--- config.mk ---
export PLATFORM = sky130hd
export DESIGN_NAME = adc_block_average_range_check_flat
export DESIGN_NICKNAME = d
export VERILOG_FILES = /design/src/abarc_pkg.sv /design/src/abarc_if.sv /design/src/adc_block_average_range_check.sv /design/src/abarc_cell.sv /design/src/abarc_avg.sv /design/src/flat_wrapper.sv
export SDC_FILE = /design/constraint.sdc
export NUM_CORES = 1
export LEC_CHECK = 0
export BUFFER_PORTS_ARGS = -buffer_cell sky130_fd_sc_hd__buf_2
export CAP_MARGIN = 25
export CORE_MARGIN = 1
export CORE_UTILIZATION = 55
export CTS_CLUSTER_DIAMETER = 100
export CTS_CLUSTER_SIZE = 16
export DETAILED_ROUTE_END_ITERATION = 12
export PLACE_DENSITY = 0.7
export SYNTH_ARGS = -nofsm -noshare
export SYNTH_HDL_FRONTEND = slang
export SYNTH_SLANG_ARGS = --single-unit
--- constraint.sdc ---
create_clock -name clk -period 7.4 [get_ports clk]
set_input_delay 1.48 -clock clk [delete_from_list [all_inputs] [get_ports clk]]
set_output_delay 1.48 -clock clk [all_outputs]
set_load 0.05 [all_outputs]
--- src/abarc_pkg.sv ---
// Shared types and constants for the ADC block average / range check.
// No dependencies; compiled first.
package abarc_pkg;

  // Field widths
  localparam int CH_W   = 4;
  localparam int SMP_W  = 12;
  localparam int SUM_W  = 16;
  localparam int MASK_W = 16;
  localparam int CHK_W  = 5;

  // Configuration port
  localparam int REG_W = 12;
  localparam int IDX_W = 2;
  localparam logic [IDX_W-1:0] REG_RANGE_LOW  = 2'd0;
  localparam logic [IDX_W-1:0] REG_RANGE_HIGH = 2'd1;
  localparam logic [IDX_W-1:0] REG_CHECKED    = 2'd2;

  // Register reset values
  localparam logic [SMP_W-1:0] RANGE_LOW_RST  = 12'd10;
  localparam logic [SMP_W-1:0] RANGE_HIGH_RST = 12'd4000;
  localparam logic [CHK_W-1:0] CHECKED_RST    = 5'd10;

  // Saturation limits
  localparam logic [SUM_W-1:0] SUM_MAX = 16'hFFFF;
  localparam logic [SMP_W-1:0] AVG_MAX = 12'hFFF;

  // Parameter defaults
  localparam int SCANS_DEF    = 8;
  localparam int CHANNELS_DEF = 16;

  // Control broadcast from the sequencer to every cell
  typedef struct packed {
    logic             acc_en;   // add sample into the matching cell
    logic             shift;    // move every sum one cell toward the head
    logic [CH_W-1:0]  channel;
    logic [SMP_W-1:0] sample;
  } cell_ctl_t;

endpackage

--- src/abarc_if.sv ---
// Stream interfaces for samples in and averaged results out.
// Depends on abarc_pkg.
interface abarc_sample_if;
  import abarc_pkg::*;
  logic             valid;
  logic             ready;
  logic [CH_W-1:0]  channel;
  logic [SMP_W-1:0] sample;
  logic             scan_done;

  modport source(output valid, channel, sample, scan_done, input ready);
  modport sink(input valid, channel, sample, scan_done, output ready);
endinterface

interface abarc_result_if;
  import abarc_pkg::*;
  logic              valid;
  logic              ready;
  logic [CH_W-1:0]   out_channel;
  logic [SMP_W-1:0]  average;
  logic              out_of_range;
  logic [MASK_W-1:0] fault_mask;
  logic              last;

  modport source(output valid, out_channel, average, out_of_range, fault_mask, last,
                 input ready);
  modport sink(input valid, out_channel, average, out_of_range, fault_mask, last,
               output ready);
endinterface

--- src/adc_block_average_range_check.sv ---
// Top level: per-channel block averaging with range fault flags.
// Depends on abarc_pkg, abarc_if, abarc_cell, abarc_avg.
//
//   port      | dir | handshake   | transaction
//   ----------+-----+-------------+---------------------------------------
//   samples   | in  | valid/ready | channel, sample, scan_done
//   results   | out | valid/ready | out_channel, average, out_of_range,
//             |     |             | fault_mask, last
//   wr_*      | in  | wr_en only  | register index, data
//
// Samples are taken one per cycle while accumulating. The sample that ends
// the SCANS-th scan starts a drain: the cell chain shifts one sum per result
// into the divider, in two steps per result (multiply, then correct/check);
// an output stall lengthens the drain, and samples wait meanwhile.
// The output register holds a result until taken and only stalls the drain.
// Reset (rst, synchronous) clears sums, scan count and valid, and loads the registers' reset values.
module adc_block_average_range_check #(
  parameter int SCANS    = abarc_pkg::SCANS_DEF,
  parameter int CHANNELS = abarc_pkg::CHANNELS_DEF
) (
  input  logic                        clk,
  input  logic                        rst,
  input  logic                        wr_en,
  input  logic [abarc_pkg::IDX_W-1:0] wr_index,
  input  logic [abarc_pkg::REG_W-1:0] wr_data,
  abarc_sample_if.sink                samples,
  abarc_result_if.source              results
);
  import abarc_pkg::*;

  localparam int CW = $clog2(SCANS + 1);
  localparam int KW = (CHANNELS > 1) ? $clog2(CHANNELS) : 1;

  localparam logic [1:0] ST_ACC = 2'd0;
  localparam logic [1:0] ST_MUL = 2'd1;
  localparam logic [1:0] ST_FIN = 2'd2;

  logic [1:0]        state;
  logic [CW-1:0]     scan_count;
  logic [KW-1:0]     k;
  logic [MASK_W-1:0] fault;
  logic [MASK_W-1:0] fault_next;
  logic [SMP_W-1:0]  range_low;
  logic [SMP_W-1:0]  range_high;
  logic [CHK_W-1:0]  checked_channels;
  logic              accept;
  logic              out_free;
  logic              k_last;
  cell_ctl_t         ctl;
  logic [SUM_W-1:0]  sums [CHANNELS+1];
  logic [SMP_W-1:0]  avg;
  logic              bad;

  // Configuration registers
  always_ff @(posedge clk) begin
    if (rst) begin
      range_low        <= RANGE_LOW_RST;
      range_high       <= RANGE_HIGH_RST;
      checked_channels <= CHECKED_RST;
    end else if (wr_en) begin
      unique case (wr_index)
        REG_RANGE_LOW:  range_low        <= wr_data[SMP_W-1:0];
        REG_RANGE_HIGH: range_high       <= wr_data[SMP_W-1:0];
        REG_CHECKED:    checked_channels <= wr_data[CHK_W-1:0];
        default: ;
      endcase
    end
  end

  assign samples.ready = (state == ST_ACC);
  assign accept        = samples.valid && samples.ready;
  assign out_free      = !results.valid || results.ready;
  assign k_last        = (k == KW'(CHANNELS - 1));

  // Broadcast to the cell chain
  always_comb begin
    ctl.acc_en  = accept;
    ctl.shift   = (state == ST_MUL);
    ctl.channel = samples.channel;
    ctl.sample  = samples.sample;
  end

  // Cell chain; head is cell 0, zeros enter at the tail
  assign sums[CHANNELS] = '0;
  for (genvar i = 0; i < CHANNELS; i++) begin : g_cell
    abarc_cell #(.INDEX(i)) u_cell (
      .clk    (clk),
      .rst    (rst),
      .ctl    (ctl),
      .nb_sum (sums[i+1]),
      .sum    (sums[i])
    );
  end

  abarc_avg #(.SCANS(SCANS)) u_avg (
    .clk        (clk),
    .load       (ctl.shift),
    .sum        (sums[0]),
    .range_low  (range_low),
    .range_high (range_high),
    .checked    (CHK_W'(k) < checked_channels),
    .avg        (avg),
    .bad        (bad)
  );

  assign fault_next = fault | (MASK_W'(bad) << k);

  // Sequencer: accumulate, then drain one channel per multiply/finish pass
  always_ff @(posedge clk) begin
    if (rst) begin
      state      <= ST_ACC;
      scan_count <= '0;
      k          <= '0;
      fault      <= '0;
    end else begin
      unique case (state)
        ST_ACC: begin
          if (accept && samples.scan_done) begin
            if (scan_count == CW'(SCANS - 1)) begin
              scan_count <= '0;
              k          <= '0;
              fault      <= '0;
              state      <= ST_MUL;
            end else begin
              scan_count <= scan_count + 1'b1;
            end
          end
        end
        ST_MUL: state <= ST_FIN;
        ST_FIN: begin
          if (out_free) begin
            fault <= fault_next;
            if (k_last) begin
              state <= ST_ACC;
            end else begin
              k     <= k + 1'b1;
              state <= ST_MUL;
            end
          end
        end
        default: state <= ST_ACC;
      endcase
    end
  end

  // Output register
  always_ff @(posedge clk) begin
    if (rst) begin
      results.valid <= 1'b0;
    end else if (state == ST_FIN && out_free) begin
      results.valid <= 1'b1;
    end else if (results.ready) begin
      results.valid <= 1'b0;
    end
  end

  always_ff @(posedge clk) begin
    if (state == ST_FIN && out_free) begin
      results.out_channel  <= CH_W'(k);
      results.average      <= avg;
      results.out_of_range <= bad;
      results.fault_mask   <= k_last ? fault_next : '0;
      results.last         <= k_last;
    end
  end

endmodule

--- src/abarc_cell.sv ---
// One accumulator cell of the channel chain: saturating add or shift from neighbor.
// Depends on abarc_pkg.
module abarc_cell #(
  parameter int INDEX = 0
) (
  input  logic                         clk,
  input  logic                         rst,
  input  abarc_pkg::cell_ctl_t         ctl,
  input  logic [abarc_pkg::SUM_W-1:0]  nb_sum,
  output logic [abarc_pkg::SUM_W-1:0]  sum
);
  import abarc_pkg::*;

  logic [SUM_W:0]   add_wide;
  logic [SUM_W-1:0] add_sat;

  // Saturating add of the broadcast sample
  assign add_wide = {1'b0, sum} + (SUM_W+1)'(ctl.sample);
  assign add_sat  = add_wide[SUM_W] ? SUM_MAX : add_wide[SUM_W-1:0];

  // Shift during drain clears the chain from the tail
  always_ff @(posedge clk) begin
    if (rst) begin
      sum <= '0;
    end else if (ctl.shift) begin
      sum <= nb_sum;
    end else if (ctl.acc_en && ctl.channel == CH_W'(INDEX)) begin
      sum <= add_sat;
    end
  end

endmodule

--- src/abarc_avg.sv ---
// Divide-by-SCANS unit with range check; reciprocal multiply, then correction.
// Depends on abarc_pkg.
module abarc_avg #(
  parameter int SCANS = abarc_pkg::SCANS_DEF
) (
  input  logic                        clk,
  input  logic                        load,
  input  logic [abarc_pkg::SUM_W-1:0] sum,
  input  logic [abarc_pkg::SMP_W-1:0] range_low,
  input  logic [abarc_pkg::SMP_W-1:0] range_high,
  input  logic                        checked,
  output logic [abarc_pkg::SMP_W-1:0] avg,
  output logic                        bad
);
  import abarc_pkg::*;

  localparam int RSH = 20;
  localparam logic [RSH:0] RECIP = (RSH+1)'((1 << RSH) / SCANS);

  logic [SUM_W+RSH:0] prod;
  logic [SUM_W-1:0]   sum_hold;
  logic [SUM_W-1:0]   q0;
  logic [SUM_W-1:0]   q;
  logic [SUM_W:0]     qs;
  logic [SUM_W:0]     rem;

  // Multiply stage: estimate is the true quotient or one below it
  always_ff @(posedge clk) begin
    if (load) begin
      prod     <= (SUM_W+RSH+1)'(sum) * (SUM_W+RSH+1)'(RECIP);
      sum_hold <= sum;
    end
  end

  // Correction, saturation, threshold check
  always_comb begin
    q0  = prod[SUM_W+RSH-1:RSH];
    qs  = (SUM_W+1)'((SUM_W+6)'(q0) * (SUM_W+6)'(SCANS));
    rem = (SUM_W+1)'(sum_hold) - qs;
    q   = (rem >= (SUM_W+1)'(SCANS)) ? q0 + 1'b1 : q0;
    avg = (q > SUM_W'(AVG_MAX)) ? AVG_MAX : q[SMP_W-1:0];
    bad = checked && ((avg < range_low) || (avg > range_high));
  end

endmodule

--- src/flat_wrapper.sv ---
// flat-port wrapper written by rule: the top's interface ports become plain ports
module adc_block_average_range_check_flat import abarc_pkg::*;
#(
  parameter int SCANS    = abarc_pkg::SCANS_DEF,
  parameter int CHANNELS = abarc_pkg::CHANNELS_DEF
)
  (clk, rst, wr_en, wr_index, wr_data, samples_valid, samples_channel, samples_sample, samples_scan_done, samples_ready, results_valid, results_out_channel, results_average, results_out_of_range, results_fault_mask, results_last, results_ready);
  abarc_sample_if samples_i ();
  abarc_result_if results_i ();
  input  logic clk;
  input  logic rst;
  input  logic wr_en;
  input  logic [abarc_pkg::IDX_W-1:0] wr_index;
  input  logic [abarc_pkg::REG_W-1:0] wr_data;
  input wire logic [$bits(samples_i.valid)-1:0] samples_valid;
  input wire logic [$bits(samples_i.channel)-1:0] samples_channel;
  input wire logic [$bits(samples_i.sample)-1:0] samples_sample;
  input wire logic [$bits(samples_i.scan_done)-1:0] samples_scan_done;
  output wire logic [$bits(samples_i.ready)-1:0] samples_ready;
  output wire logic [$bits(results_i.valid)-1:0] results_valid;
  output wire logic [$bits(results_i.out_channel)-1:0] results_out_channel;
  output wire logic [$bits(results_i.average)-1:0] results_average;
  output wire logic [$bits(results_i.out_of_range)-1:0] results_out_of_range;
  output wire logic [$bits(results_i.fault_mask)-1:0] results_fault_mask;
  output wire logic [$bits(results_i.last)-1:0] results_last;
  input wire logic [$bits(results_i.ready)-1:0] results_ready;
  assign samples_i.valid = samples_valid;
  assign samples_i.channel = samples_channel;
  assign samples_i.sample = samples_sample;
  assign samples_i.scan_done = samples_scan_done;
  assign samples_ready = samples_i.ready;
  assign results_valid = results_i.valid;
  assign results_out_channel = results_i.out_channel;
  assign results_average = results_i.average;
  assign results_out_of_range = results_i.out_of_range;
  assign results_fault_mask = results_i.fault_mask;
  assign results_last = results_i.last;
  assign results_i.ready = results_ready;
  adc_block_average_range_check #(.SCANS(SCANS), .CHANNELS(CHANNELS)) u_core (.clk(clk), .rst(rst), .wr_en(wr_en), .wr_index(wr_index), .wr_data(wr_data), .samples(samples_i), .results(results_i));
endmodule
==> results.json, run 1 <==
{
  "grt_pass1_wl_um": 112000,
  "endpoint_kind": "flip-flop",
  "die_h_um": 212,
  "synthTopCellsByCount": "nor2_1, dfxtp_1, a21oi_1",
  "async_flop_share": 0,
  "cp_num_buf_inv": 3,
  "dp_cells": 3558,
  "drt_iter0_drc": 2037,
  "ant_nets": 0,
  "r2r_slack_ps": 4020,
  "reg2reg_from": "u_core.u_avg.prod[32]",
  "synth_nets": 3270,
  "drt-total-wl_um": 69900,
  "tritoncts": "yes",
  "die_x_um": 212,
  "synth_cell_type_count": 83,
  "ir_drop_v": 0.000133,
  "start_util": 0.561,
  "cp_max_fo": 17,
  "rsz0062_at_grt": "no",
  "fin_worst_skew_ps": 12.9,
  "core_area_um2": 43300,
  "powerDensity_nw_per_um2": 150,
  "yosys.area.top_type": "dfxtp_1",
  "synth_area_leaders": "dfxtp_1, ha_1, a21oi_1, edfxtp_1, nor2_1",
  "num_vias": 22800,
  "synth_most_common_cell": "nor2_1",
  "crit_family": "compound AO/OA/AOI/OAI gates",
  "layout-drive-gt1-share": 0.0584,
  "report.final.slew_viol_count": 0,
  "holdPathStages": 2,
  "cts_buffers": 26,
  "post-route-min-period_ps": 4820,
  "grt_pass1_vias": 21900,
  "yosys_warnings": 0,
  "synth-edff-count": 47,
  "setup_viol": 0,
  "grt_util_all_layers": 0.308,
  "yosysSeqAreaShare": 0.316,
  "synthFlopType": "dfxtp_1",
  "wl_per_cell_um": 19.4,
  "cts_root_buf": "clkbuf_16",
  "stdcell_count": 3600,
  "overflow": 0,
  "fin_crit_sh": 0.652,
  "dr.pass1.iters": 5,
  "hold_buffers": 0,
  "worstPathArrival_ps": 5310,
  "crit_chain": "buf_2, inv_1, buf_4, fa_1, nor2b_1, o31a_1, o221ai_1, a21oi_1, o2111ai_1, o21ai_0, a21o_1, a21oi_1, nor4_1",
  "synth_top_cell_area_share": 0.257,
  "hold_start": "u_core.range_high[4]",
  "place_congestion": 0.935,
  "hold_viol": 0,
  "postSynthCellCount": 2998,
  "route.detailed.drc": 0,
  "critPathMostFrequentCell": "a21oi_1",
  "worstSetupStartpointType": "input pin",
  "clockBufferDepth": 3,
  "r2r_cells": 10,
  "clk_latency_ps": 590,
  "critPathKind": "in2reg",
  "post_cts_buffers": 0,
  "fin_setup_tns_ps": 0,
  "layout.nets": 3276,
  "antenna_found_initial": 5,
  "max_stage_delay_ps": 580,
  "clkSinkCount": 359,
  "post_cts_resized": 0,
  "status": "complete, no violations",
  "crit_slowest_cell": "o21ai_0",
  "max_cap_violations": 0,
  "min_to": "u_core.range_high[4]",
  "r2r_end": "u_core.results.fault_mask[12]",
  "tightest_slew_ps": 1100,
  "grt_max_degree": 91,
  "max_slew_margin": 0.260,
  "clkTransAtPathRegs_ps": 80,
  "syn_to_final_growth_pct": 6.43,
  "dieArea_um2": 45000,
  "pin_count": 72,
  "htree_num_levels": 1,
  "worstPathRequired_ps": 7890,
  "max_freq_mhz": 207,
  "io_buffers": 71,
  "dp_hpwl_um": 48900,
  "synth.avg_cell_area_um2": 8.10,
  "syn-cell-area_um2": 24300,
  "p_leak_nw": 10.5,
  "synth_seq_cells": 359,
  "worstHoldPathType": "reg2reg",
  "rows": 76,
  "vias_per_cell": 6.33
}
-- worst max path at each step --
| stage | startpoint | end | slack (ps) | cells after the start |
|---|---|---|---|---|
| global route | samples_sample[1] | u_core.g_cell[8].u_cell.sum[13] | 2220 | 13 |
| floorplan | samples_sample[1] | u_core.g_cell[12].u_cell.sum[13] | 3040 | 11 |
| detailed placement | samples_sample[1] | u_core.g_cell[4].u_cell.sum[10] | 1970 | 13 |
| finish | samples_sample[1] | u_core.g_cell[8].u_cell.sum[13] | 2580 | 13 |
| CTS | samples_sample[1] | u_core.g_cell[4].u_cell.sum[10] | 2560 | 13 |
| global placement | samples_sample[1] | u_core.g_cell[4].u_cell.sum[10] | 1920 | 13 |
-- area by class of cell --
| cell class | count | area [um^2] |
|---|---|---|
| Antenna cell | 1 | 2.50 |
| Clock buffer | 35 | 684 |
| Clock inverter | 3 | 30.0 |
| Fill cell | 3898 | 17400 |
| Inverter | 112 | 428 |
| Multi-Input combinational cell | 2409 | 15700 |
| Sequential cell | 359 | 7660 |
| Tap cell | 585 | 732 |
| Timing Repair Buffer | 96 | 549 |
-- worst register-to-register path, stage by stage (launching register included) --
cell and delay [ps]:
edfxtp_1 520, or2_2 390, ha_1 310, a21o_1 160, a211oi_1 220, a21oi_1 90, a2111oi_0 290, a211oi_1 90
buf_2 200, nor4_1 790, o21a_1 180
-- layer usage --
metal,share of wire,routed length (um),vias to the layer above,global-route usage
met3,0.060,4210,162,0.0363
li1,-,-,11000,-
met1,0.43,30200,10900,0.388
met5,0.00070,49,-,0
met2,0.47,32900,716,0.533
met4,0.036,2510,8,0.121
-- flip-flops by register name, summed over array words and instances (netlist names), 4 cells and up --
name / cells
u_core.g_cell.u_cell.sum: 256
u_core.k: 4
u_core.results.out_channel: 4
u_core.results.fault_mask: 16
u_core.range_high: 12
u_core.results.average: 12
u_core.range_low: 12
u_core.fault: 16
u_core.scan_count: 4
u_core.u_avg.prod: 13
u_core.checked_channels: 5
-- logic make-up after synthesis --
kind of cell	synth area share
AND/OR/NAND/NOR	0.196
multiplexers	0.0178
buffers and inverters	0.0359
XOR/XNOR	0.0523
flip-flops	0.316
adder cells (fa/ha/maj)	0.127
AO/OA/AOI/OAI	0.256
-- where the power goes --
group	internal, mW	switching (mW)	leakage (nW)
clock network	0.646	0.734	0.346
logic	0.176	0.293	7.28
registers	1.99	0.0244	2.90
total	2.81	1.05	10.5
-- per-stage QoR --
step | hold WS, ps | setup slack (ps) | utilization | cell area, um^2 | power [mW]
after floorplan | 429 | 3040 | - | 24300 | 2.38
after global placement | 445 | 1920 | 0.580 | 25100 | 2.51
after detailed placement | 451 | 1970 | 0.580 | 25100 | 2.52
after CTS | 462 | 2560 | 0.597 | 25800 | 3.88
after global routing | 477 | 2220 | 0.597 | 25800 | 4.01
final | 459 | 2580 | 0.597 | 25800 | 3.87
-- placed cells by master, fill, tap and decap left out, drive strengths merged, types with 20 or more instances in the layout --
master | Yosys | layout
inv | 112 | 112
a21oi | 301 | 301
o21a | 45 | 45
clkbuf | 102 | 36
xor2 | 76 | 76
and3 | 22 | 22
nor4 | 20 | 20
o21ai | 196 | 196
buf | 16 | 95
a221oi | 35 | 35
nand4 | 24 | 24
a31oi | 39 | 39
nor2b | 35 | 35
nor2 | 341 | 341
or2 | 23 | 23
and2 | 23 | 23
mux2i | 41 | 41
nand2b | 47 | 47
dfxtp | 312 | 312
nand3 | 62 | 62
nand2 | 281 | 281
ha | 220 | 220
a211oi | 44 | 44
edfxtp | 47 | 47
nor3 | 93 | 93
a21o | 73 | 73
xnor2 | 69 | 69
a2111oi | 33 | 33
Power figures use the tool's default switching activity.
==> run 2: changes to the inputs <==
- PLACE_DENSITY: 0.7 -> 0.73
- clock period: 7.4 -> 4.2 ns (I/O delays scaled with it)
==> run 2 against run 1 <==
Effect of this change:
- utilization up 0.76 points
- global-route usage is essentially flat
- routed wire length is 0.38% higher
- critical path depth did not move
- cell area is 1.3% higher
- die area unchanged
- count of clock-buffer cells in the layout increased by 2
==> results.json, run 2 (synthesis results as in run 1) <==
{
  "antenna_found_initial": 7,
  "endpoint_kind": "flip-flop",
  "place_congestion": 0.931,
  "post_cts_resized": 0,
  "syn_to_final_growth_pct": 7.78,
  "die_x_um": 212,
  "ant_nets": 0,
  "postLayoutCoreUtil": 0.605,
  "post-route-min-period_ps": 3560,
  "rows": 76,
  "ir_drop_v": 0.000294,
  "die_h_um": 212,
  "clkSinkCount": 359,
  "report.final.slew_viol_count": 0,
  "drt_iter0_drc": 1819,
  "hold_buffers": 0,
  "status": "complete, no violations",
  "dp_hpwl_um": 50600,
  "max_cap_violations": 0,
  "clockBufferDepth": 3,
  "cts_root_buf": "clkbuf_16",
  "worstPathRequired_ps": 4680,
  "cts_buffers": 26,
  "core_area_um2": 43300,
  "pin_count": 72,
  "worstHoldPathType": "reg2reg",
  "layout.nets": 3314,
  "dieArea_um2": 45000,
  "grt_util_all_layers": 0.308,
  "grt_pass1_wl_um": 113000,
  "clkTransAtPathRegs_ps": 70,
  "worstSetupStartpointType": "input pin",
  "start_util": 0.561,
  "num_vias": 23100,
  "vias_per_cell": 6.34,
  "grt_pass1_vias": 22200,
  "placed_area_um2": 25400,
  "dpl_worst_slack_ps": 147,
  "setup_viol": 0,
  "fin_crit_sh": 0.848,
  "overflow": 0,
  "setup_ws_ps": 637,
  "stdcell_count": 3640,
  "crit_chain": "buf_2, ha_1, inv_1, fa_1, nor2b_1, o21ai_0, a21oi_1, o2111a_1, o31ai_1, nor2b_1, o21ai_0, nor4_1, nor4_1",
  "max_stage_delay_ps": 590,
  "drt-total-wl_um": 70200,
  "max_freq_mhz": 281,
  "totalPowerFinal_mw": 6.83,
  "wl_per_cell_um": 19.3,
  "tritoncts": "yes",
  "fin_worst_skew_ps": 15.7,
  "dp_cells": 3598,
  "fin_setup_tns_ps": 0,
  "rsz0062_at_grt": "no",
  "top_register": "u_core.g_cell.u_cell.sum",
  "hold_slack_ps": 458,
  "powerDensity_nw_per_um2": 261,
  "clk_latency_ps": 590,
  "r2r_slack_ps": 1000,
  "layout-drive-gt1-share": 0.0701,
  "largestRegisters": "u_core.g_cell.u_cell.sum (256), u_core.fault (16), u_core.results.fault_mask (16)",
  "crit_slowest_cell": "o21ai_0",
  "fill_cells": 3861,
  "route.detailed.drc": 0,
  "htree_num_levels": 1,
  "dr.pass1.iters": 7,
  "hold_viol": 0,
  "mostFrequentLayoutCell": "nor2_1",
  "post_cts_buffers": 0,
  "finalInstanceArea_um2": 26200,
  "critPathKind": "in2reg",
  "max_slew_margin": 0.356,
  "largest_reg_flops": 256,
  "grt_max_degree": 138,
  "cp_max_fo": 16,
  "mostFrequentLayoutCells": "nor2_1, dfxtp_1, a21oi_1, nand2_1, ha_1",
  "io_buffers": 71,
  "tightest_slew_ps": 963,
  "worstPathArrival_ps": 4050,
  "p_leak_nw": 10.7
}
[run 2: changes by cell type in the layout (fill, tap and decap cells not counted)]
| cell | delta |
|---|---|
| buf_12 | +2 |
| buf_2 | -1 |
| buf_4 | +37 |
| clkbuf_1 | +1 |
| clkbuf_8 | +1 |
| clkinv_2 | -1 |
| diode_2 | +1 |
[run 2: final cells by class]
cell class,count,area (um^2),area share
repair buffers,134,862,0.0330
clock buffers,37,702,0.0268
clock inverters,2,25.0,0.000957
diodes,2,5.00,0.000191
flip-flops and latches,359,7660,0.293
inverters,112,428,0.0164
multi-input cells,2409,15700,0.602
well taps,585,732,0.0280
[run 2: report_power, final]
part	switching [mW]	internal [mW]
clock network	1.28	1.16
logic	0.523	0.324
registers	0.0423	3.51
total	1.84	4.99
[run 2: worst max-delay path: cells and delay by family]
family          cells  cell delay, ps
compound gates      5            1320
fa+ha+maj           2             650
buf+inv             2             490
simple gates        4             740
[run 2: path summary, 6_finish.rpt]
| kind | end | startpoint | cells past startpoint |
|---|---|---|---|
| min reg2reg | u_core.range_low[11] | u_core.range_low[11] | 2 |
| max reg2reg | u_core.results.fault_mask[14] | u_core.u_avg.prod[32] | 11 |
| max | u_core.g_cell[4].u_cell.sum[14] | samples_sample[0] | 13 |
| min | u_core.range_low[11] | u_core.range_low[11] | 2 |
[run 2: layer usage]
| metal | up-vias | wire, um | global-route usage | share of wire |
|---|---|---|---|---|
| met3 | 195 | 5170 | 0.0493 | 0.074 |
| met5 | - | 43 | 0 | 0.00061 |
| met4 | 6 | 2830 | 0.126 | 0.040 |
| met1 | 10900 | 29700 | 0.389 | 0.42 |
| met2 | 897 | 32500 | 0.520 | 0.46 |
| li1 | 11100 | - | - | - |
==> run 3: changes to the inputs <==
- PLACE_DENSITY: 0.73 -> 0.7
- clock period: 4.2 -> 3.6 ns (I/O delays scaled with it)
==> run 3 against run 2 <==
Effect of this change:
- sequential cell count stayed put
- hold slack worse by 78 ps
- sequential power is 17% higher
- via count is 0.24% lower
- global-route usage is 0.66 points higher
- non-clock buffer count is 50 higher
- utilization is 1.0 points higher
- routed wire length is 1.6% higher
- register-to-register slack worse by 530 ps
- critical path type unchanged
- power is 17% higher
- highest routed layer unchanged
==> results.json, run 3 (synthesis results as in run 1) <==
{
  "die_x_um": 212,
  "route.detailed.drc": 0,
  "wl_per_cell_um": 19.3,
  "use_met3": 0.0371,
  "grt_use_met1": 0.410,
  "worstPathArrival_ps": 3750,
  "clkSinkCount": 359,
  "dieArea_um2": 45000,
  "hold_slack_ps": 379,
  "stdcell_count": 3686,
  "largest_reg_flops": 256,
  "fin_setup_tns_ps": 0,
  "finalInstanceArea_um2": 26600,
  "antenna_found_initial": 4,
  "num_vias": 23000,
  "start_util": 0.561,
  "layout.nets": 3364,
  "critPathKind": "in2reg",
  "pin_count": 72,
  "fin_worst_skew_ps": 16.5,
  "dr.pass1.iters": 6,
  "ant_nets": 0,
  "fin_crit_sh": 0.900,
  "drt_iter0_drc": 1923,
  "totalPowerFinal_mw": 8.01,
  "clockBufferDepth": 3,
  "clk_latency_ps": 580,
  "max_freq_mhz": 309,
  "gr-max-usage-layer": "met2",
  "dp_hpwl_um": 51900,
  "endpoint_kind": "flip-flop",
  "rows": 76,
  "worstPathRequired_ps": 4110,
  "tritoncts": "yes",
  "use_met2": 0.541,
  "die_h_um": 212,
  "htree_num_levels": 1,
  "rsz0062_at_grt": "no",
  "dp_cells": 3649,
  "hold_buffers": 0,
  "powerDensity_nw_per_um2": 301,
  "mostFrequentLayoutCell": "nor2_1",
  "cts_root_buf": "clkbuf_16",
  "post_cts_resized": 0,
  "grt_pass1_wl_um": 114000,
  "placed_area_um2": 25900,
  "cts_buffers": 26,
  "clkTransAtPathRegs_ps": 80,
  "hold_viol": 0,
  "grt_util_all_layers": 0.314,
  "layout-drive-gt1-share": 0.0852,
  "place_congestion": 0.934,
  "overflow": 0,
  "mostFrequentLayoutCells": "nor2_1, dfxtp_1, a21oi_1, nand2_1, ha_1",
  "grt_max_degree": 107,
  "top_register": "u_core.g_cell.u_cell.sum",
  "largestRegisters": "u_core.g_cell.u_cell.sum (256), u_core.fault (16), u_core.results.fault_mask (16)",
  "max_slew_margin": 0.318,
  "worstHoldPathType": "in2reg",
  "drt-total-wl_um": 71300,
  "post_cts_buffers": 0,
  "syn_to_final_growth_pct": 9.66,
  "setup_viol": 0,
  "report.final.slew_viol_count": 0,
  "core_area_um2": 43300,
  "vias_per_cell": 6.25,
  "grt_pass1_vias": 21800,
  "io_buffers": 71,
  "status": "complete, no violations",
  "cp_max_fo": 11,
  "worstSetupStartpointType": "input pin",
  "ir_drop_v": 0.000388,
  "max_cap_violations": 0,
  "p_leak_nw": 11.0,
  "tightest_slew_ps": 1020,
  "post-route-min-period_ps": 3240
}
## run 3: final cells by class
cell class                 count  area [um^2]
tap                          585          732
sequential                   359         7660
antenna                        1         2.50
clock inverter                 1         11.3
inverter                     112          432
clock buffer                  35          706
timing repair buffer         184         1330
multi-input combinational   2409        15700
fill                        3869        16700
## run 3: final timing paths
kind / slack, ps / end / cells after the start / from
setup / recovery: 360 / u_core.g_cell[13].u_cell.sum[2] / 15 / samples_sample[0]
hold / removal: 380 / u_core.range_low[3] / 2 / wr_data[3]
setup reg to reg: 470 / u_core.results.fault_mask[14] / 10 / u_core.u_avg.prod[32]
hold reg to reg: 460 / u_core.range_high[2] / 2 / u_core.range_high[2]
## run 3: power by group
part           internal [mW]  total [mW]  switching [mW]
Combinational          0.398        1.02           0.619
Clock                   1.36        2.84            1.48
Sequential              4.10        4.15          0.0508
## run 3: metal layers
layer,vias to the layer above,wire length [um],part of all wire
met2,645,33700,0.47
met1,11100,31800,0.45
li1,11200,-,-
met4,6,2060,0.029
met3,123,3680,0.052
met5,-,35,0.00049
## run 3: worst max-delay path, stage by stage
cell,delay (ps)
buf_2,330
ha_1,240
inv_1,50
fa_1,410
nor2b_1,140
o21ai_0,120
a21oi_1,250
nor3_1,90
o31ai_1,260
buf_4,170
a31o_2,190
a21o_1,350
buf_4,190
o21ai_0,80
a21oi_1,140
## run 3: stage by stage
step,setup WS (ps),util
2_1_floorplan,82.1,-
3_3_place_gp,-77.6,0.598
3_5_place_dp,-178,0.598
4_1_cts,420,0.615
5_1_grt,91.3,0.615
6_report,361,0.615
